<file path="src/ppw_pkg.sv">
// ppw_pkg: shared types and constants of the winding-number point-in-polygon block.
// Used by ppw_mac, point_in_polygon_winding and ppw_chk; depends on nothing.
package ppw_pkg;

  // Defaults of the top-level parameters
  localparam int MAX_VERTICES_DEF = 64;
  localparam int COORD_WIDTH_DEF  = 32;

  // Fixed field widths of the ports
  localparam int FIELD_W  = 32;
  localparam int ACTION_W = 2;
  localparam int TOL_W    = 16;
  localparam logic [TOL_W-1:0] TOL_RESET = 16'd7;

  // Squared tolerance carries two Q0.16 fractions
  localparam int TOL_SQ_SHIFT = 2 * TOL_W;

  // Action codes
  localparam logic [ACTION_W-1:0] ACT_CLEAR  = 2'd0;
  localparam logic [ACTION_W-1:0] ACT_APPEND = 2'd1;
  localparam logic [ACTION_W-1:0] ACT_TEST   = 2'd2;

  // Sequencer states
  typedef enum logic [2:0] {
    ST_IDLE,
    ST_LOADD,
    ST_SETUP,
    ST_RDV,
    ST_LOADV,
    ST_VERT,
    ST_FIN
  } state_t;

  // Multiply-accumulate steps, in issue order
  typedef enum logic [4:0] {
    OP_NN0, OP_NN1, OP_NN2,
    OP_DD0, OP_DD1, OP_DD2,
    OP_ND0, OP_ND1, OP_ND2,
    OP_NDSQ, OP_NNDD, OP_T, OP_LIM,
    OP_YA0A, OP_YA0B, OP_YA1A, OP_YA1B, OP_YA2A, OP_YA2B,
    OP_X0, OP_X1, OP_X2,
    OP_Y0, OP_Y1, OP_Y2,
    OP_YY, OP_PYY, OP_CR0, OP_CR1
  } op_t;

  // Control of the shared multiply-accumulate unit
  typedef struct packed {
    logic go;   // load operands and start
    logic clr;  // start from a zero accumulator
    logic sub;  // subtract the product
  } mac_ctl_t;

endpackage

</file>
<file path="src/ppw_mac.sv">
// ppw_mac: shared exact signed multiply-accumulate unit, one multiplier bit a cycle.
// Depends on ppw_pkg for the control struct.
module ppw_mac #(
  parameter int PW = 204,
  parameter int BW = 102
) (
  input  logic                 clk,
  input  logic                 rst_n,
  input  ppw_pkg::mac_ctl_t    ctl,
  input  logic signed [PW-1:0] a,
  input  logic signed [BW-1:0] b,
  output logic signed [PW-1:0] acc,
  output logic                 done
);

  logic                 run_r, run_nxt;
  logic signed [PW-1:0] acc_r, acc_nxt;
  logic signed [PW-1:0] mcand_r, mcand_nxt;
  logic [BW-1:0]        mplier_r, mplier_nxt;
  logic                 neg;
  logic [BW-1:0]        mag;

  // Fold the product sign into the multiplicand, iterate on the magnitude
  always_comb begin
    neg        = b[BW-1] ^ ctl.sub;
    mag        = b[BW-1] ? (~b + {{(BW-1){1'b0}}, 1'b1}) : b;
    run_nxt    = run_r;
    acc_nxt    = acc_r;
    mcand_nxt  = mcand_r;
    mplier_nxt = mplier_r;
    if (ctl.go) begin
      run_nxt    = 1'b1;
      mcand_nxt  = neg ? -a : a;
      mplier_nxt = mag;
      if (ctl.clr) begin
        acc_nxt = '0;
      end
    end else if (run_r) begin
      if (mplier_r == '0) begin
        run_nxt = 1'b0;
      end else begin
        if (mplier_r[0]) begin
          acc_nxt = acc_r + mcand_r;
        end
        mcand_nxt  = mcand_r <<< 1;
        mplier_nxt = mplier_r >> 1;
      end
    end
  end

  // Hold control under reset
  always_ff @(posedge clk) begin
    if (!rst_n) begin
      run_r <= 1'b0;
    end else begin
      run_r <= run_nxt;
    end
  end

  // Advance the datapath
  always_ff @(posedge clk) begin
    acc_r    <= acc_nxt;
    mcand_r  <= mcand_nxt;
    mplier_r <= mplier_nxt;
  end

  assign acc  = acc_r;
  assign done = run_r && (mplier_r == '0);

endmodule

</file>
<file path="config.mk">
export PLATFORM = sky130hd
export DESIGN_NAME = ppw_mac
export DESIGN_NICKNAME = d
export VERILOG_FILES = /design/src/ppw_pkg.sv /design/src/ppw_mac.sv
export SDC_FILE = /design/constraint.sdc
export NUM_CORES = 2
export LEC_CHECK = 0
export BUFFER_PORTS_ARGS = -buffer_cell sky130_fd_sc_hd__buf_2
export CAP_MARGIN = 20
export CELL_PAD_IN_SITES_DETAIL_PLACEMENT = 1
export CELL_PAD_IN_SITES_GLOBAL_PLACEMENT = 2
export CORE_AREA = 2 2 400 323
export CTS_BUF_LIST = sky130_fd_sc_hd__clkbuf_8
export DETAILED_ROUTE_END_ITERATION = 7
export DIE_AREA = 0 0 402 325
export GPL_TIMING_DRIVEN = 0
export PLACE_DENSITY = 0.79
export SYNTH_ARGS = -nofsm -noshare
export SYNTH_HDL_FRONTEND = slang
export SYNTH_SLANG_ARGS = --single-unit
</file>
<file path="constraint.sdc">
create_clock -name clk -period 12.1 [get_ports clk]
set_input_delay 2.42 -clock clk [delete_from_list [all_inputs] [get_ports clk]]
set_output_delay 2.42 -clock clk [all_outputs]
set_load 0.005 [all_outputs]
</file>
==> metrics list <==
- Summing the areas of all compound-gate instances in the mapped netlist gives 21.3% of the synthesized area.
- Total of flip-flops plus latches after synthesis: 511
- Worst-path clk slew: 0.07 ns
- The clock tree synthesis step divided the H-tree into 3 levels.
- Based on the critical path, the design can be clocked at up to 131 MHz.
* Residual antenna-violating net count after detailed routing: 0
- CTS tree: built
- Adder-cell share of the synthesized area: 6.21%
- In this run the horizontal extent of the chip is 402 um.
* Total leakage power: 0.0179 uW
* Final period demand of the worst path: 7.66 ns
- After Yosys synthesis, XOR and XNOR cells account for 10.2% of the synthesized area.
- Detailed placement ended at an HPWL of 173 mm.
- Pre-CTS setup slack: 3.92 ns
- Worst setup SP type: flop
- Pin placement for this block handled 516 I/O pins.
* Combinational family with the most area after synthesis: compound AO/OA/AOI/OAI gates
- Max transition margin: 17.2%
- A synthesized cell averages 8.39 um2.
* CTS Hold Bufs: 0
* Routed wirelength normalized by instance count: 28.3 um
- Across the VDD grid, the largest voltage drop is 0.0865 mV.
* Final WS setup: 4.44 ns
- Of the cells placed in the final design, the portion with a size suffix greater than 1 is 13.7%.
- Postcts setup bufs: 0
- Data on the critical path arrives at its endpoint at 8.27 ns.
- Die footprint: 0.131 mm2
- Setup total negative slack: 0 ns
* Vias in the first global route: 42200
- After detailed routing, the number of vias per cell comes to 5.87.
* Die height: 325 um
- Pin count of the biggest net entering global routing: 119
* Post-synthesis share of cell area spent on and, or, nand and nor gates: 21.1%
* Setup repair after global routing missed its margin: no
- The largest total area in the synthesized netlist belongs to edfxtp_1.
* Fin. Hold Viols: 0
- The longest clock path from root to sink contains 3 buffers.
* Path category of the worst min-delay check: reg2reg
- Compared with the post-synthesis result, the final layout area differs by 16.7%.
* Via count: 43200
* Clock sinks: 511
- In this run the core area contains 117 standard-cell rows.
- Portion of the post-synthesis area used by sequential elements: 36.9%
- Post-synthesis cell type count: 84
- Critical Setup Path Class: reg2reg
* GR Util All Layers: 30.7%
* CTS Root Buffer Type: clkbuf_8
- Final max-slew violation count: 0
* Final core area utilization: 38.4%
- For the worst-skew pair, the clock arrives at the later sink with an insertion delay of 0.88 ns.
- After synthesis the cells add up to 0.0416 mm2.
* DRC violations left: 0
- Final weighted congestion in routability-driven placement: 1.04
- Remaining Overflow, GRT: 0
- Final Cycle Share: 63.3%
- Num CTS Buffers: 98
- The most used flip-flop cell after synthesis is edfxtp_1.
- Pin slew with the least headroom to its limit: 1.24 ns
- Worst Path Max Fanout: 9
- In the synthesized netlist the async set-or-reset flop fraction comes to 0%.
* Worst path required time: 12.71 ns
- The number of antenna violations at the first check in global routing is 37.
- Gates resized during post-CTS repair numbered 0.
* Syn Inst Count: 4960
* Initial core utilization: 32.9%
- Syn Nets: 5477
* Final worst clock skew: 0.0623 ns
* Total of endpoints with negative setup slack in the final report: 0
- Warnings from Yosys: 0
* Final wirelength: 208 mm
- IO buf count: 512
- The first global-routing pass estimated 296 mm of wire.
- Net count of the finished layout: 6122
- Max-cap violations in this run came to 0.
- Area share of the largest cell type after synthesis: 36.8%
- Before antenna repair, the detailed router went through 5 iterations.
- Filler instances: 15400
- The first routing iteration left 4421 violations.
* Worst reg2reg setup slack: 4.44 ns
- For this design the ratio of total power to cell area is 165 mW/mm2.
- Of the post-synthesis cell area, the part taken by muxes is 1.22%.
* Number of flops mapped to enable cells by yosys: 510
- Synth top area cells: edfxtp_1 (37%), a21oi_1 (8.5%), nor2_1 (7.1%), ha_1 (6.2%), xnor2_1 (5.2%)
- The worst setup path is captured at a flop.
- The run finished with clean final reports.
* Area inside the core boundary: 0.126 mm2
-- worst max-delay path, cell delays in order (launching register included) --
cell	delay, ns
edfxtp_1	0.44
ha_1	0.31
clkbuf_1	0.37
and4_1	0.31
nand2_1	0.12
nor3_1	0.73
nand2_1	0.32
a31oi_1	0.97
o21ai_0	0.40
and3_1	0.38
a221oi_1	1.03
a31oi_1	0.48
o41ai_1	0.97
a21bo_2	0.26
mux2_2	0.32
-- through the flow --
step | area [um2] | std cells | hold slack, ns | power (uW)
final | 48500 | 7358 | 0.570 | 8020
after global routing | 48500 | 7353 | 0.581 | 8450
after CTS | 48500 | 7342 | 0.548 | 7970
after detailed placement | 46800 | 7169 | 0.576 | 6290
after global placement | 46300 | 7138 | 0.556 | 6250
after floorplan | 41600 | 4960 | 0.529 | 4860
-- sequential cells by signal, summed over array words and instances (netlist names) --
register  count
run_r         1
mplier_r    102
mcand_r     204
acc         204
-- area by class of cell --
class / instances / area, um2 / area share, %
diodes: 14 / 35.0 / 0.0722
repair buffers: 545 / 3030 / 6.23
plain buffers: 244 / 918 / 1.89
inverters: 101 / 387 / 0.797
clock buffers: 98 / 1350 / 2.78
clock inverters: 75 / 383 / 0.789
multi-input cells: 4104 / 25000 / 51.5
flip-flops and latches: 511 / 15300 / 31.6
well taps: 1666 / 2080 / 4.29
-- cell usage after synthesis, types with 7 or more instances --
cell type,count
a41oi_1,19
nor3_1,147
o21bai_1,75
a221oi_1,11
or4_1,28
o221ai_1,10
o41ai_1,33
o211ai_1,17
nor2_1,785
a21oi_1,706
xor2_1,234
and4_1,7
o21a_1,47
edfxtp_1,510
and3_1,30
nor2b_1,34
clkbuf_1,237
nand3_1,79
o21ai_0,262
inv_1,101
nand3b_1,8
or3_1,57
a31oi_1,47
mux2_2,42
or2_2,28
a211oi_1,16
nand2b_1,25
nor4_1,97
xnor2_1,249
o21ai_1,8
nand2_1,364
nand4_1,143
ha_1,205
and2_1,19
buf_1,7
a21o_1,92
a21boi_0,19
o31ai_1,70
-- kinds of logic (layout without fill, tap and decap cells) --
group | after synthesis | count (layout)
and+or+nand+nor | 1884 | 1884
DFF | 511 | 511
xor gates and xnor gates | 483 | 483
adders and majority gates | 206 | 206
buffers and inverters | 345 | 1063
muxes | 45 | 45
AOI/OAI and AO/OA | 1486 | 1486
other | 0 | 14
-- path summary, 6_finish.rpt --
check,startpoint,endpoint,cells after the start
worst max-delay path,acc[74],acc[196],14
worst min-delay path,mplier_r[99],mplier_r[98],1
worst max register to register,acc[74],acc[196],14
worst min register to register,mplier_r[99],mplier_r[98],1
-- cell usage in the layout (no fill, tap or decap), types with 15 or more instances in the layout --
cell type,Yosys,routed
or3_1,57,57
a21oi_1,706,706
clkinv_2,0,15
xnor2_1,249,248
o41ai_1,33,33
or2_2,28,28
o21ai_0,262,262
and3_1,30,30
a41oi_1,19,19
xor2_1,234,234
nor4_1,97,94
a31oi_1,47,47
clkbuf_1,237,235
nand2b_1,25,25
a21o_1,92,92
inv_1,101,119
o211ai_1,17,17
clkbuf_8,0,98
nand3_1,79,79
nor2b_1,34,34
edfxtp_1,510,510
and2_1,19,19
buf_2,0,517
nor3_1,147,147
mux2_2,42,42
clkinv_1,0,32
a21boi_0,19,19
nand4_1,143,143
ha_1,205,205
nand2_1,364,364
o21bai_1,75,75
nor2_1,785,784
or4_1,28,28
a211oi_1,16,16
o21a_1,47,47
o31ai_1,70,70
-- routing by layer --
metal,routed length [um],global-route usage [%],share of wire (%)
met2,87300,45.1,42
met4,7380,9.82,3.5
met1,94400,43.8,45
met5,250,0,0.12
met3,18700,7.60,9.0
-- report_power, final --
group          internal, uW  switching (uW)
logic                  1260            2470
registers              2350             277
clock network           779             882
total                  4390            3630
(Power assumes the default switching activity.)
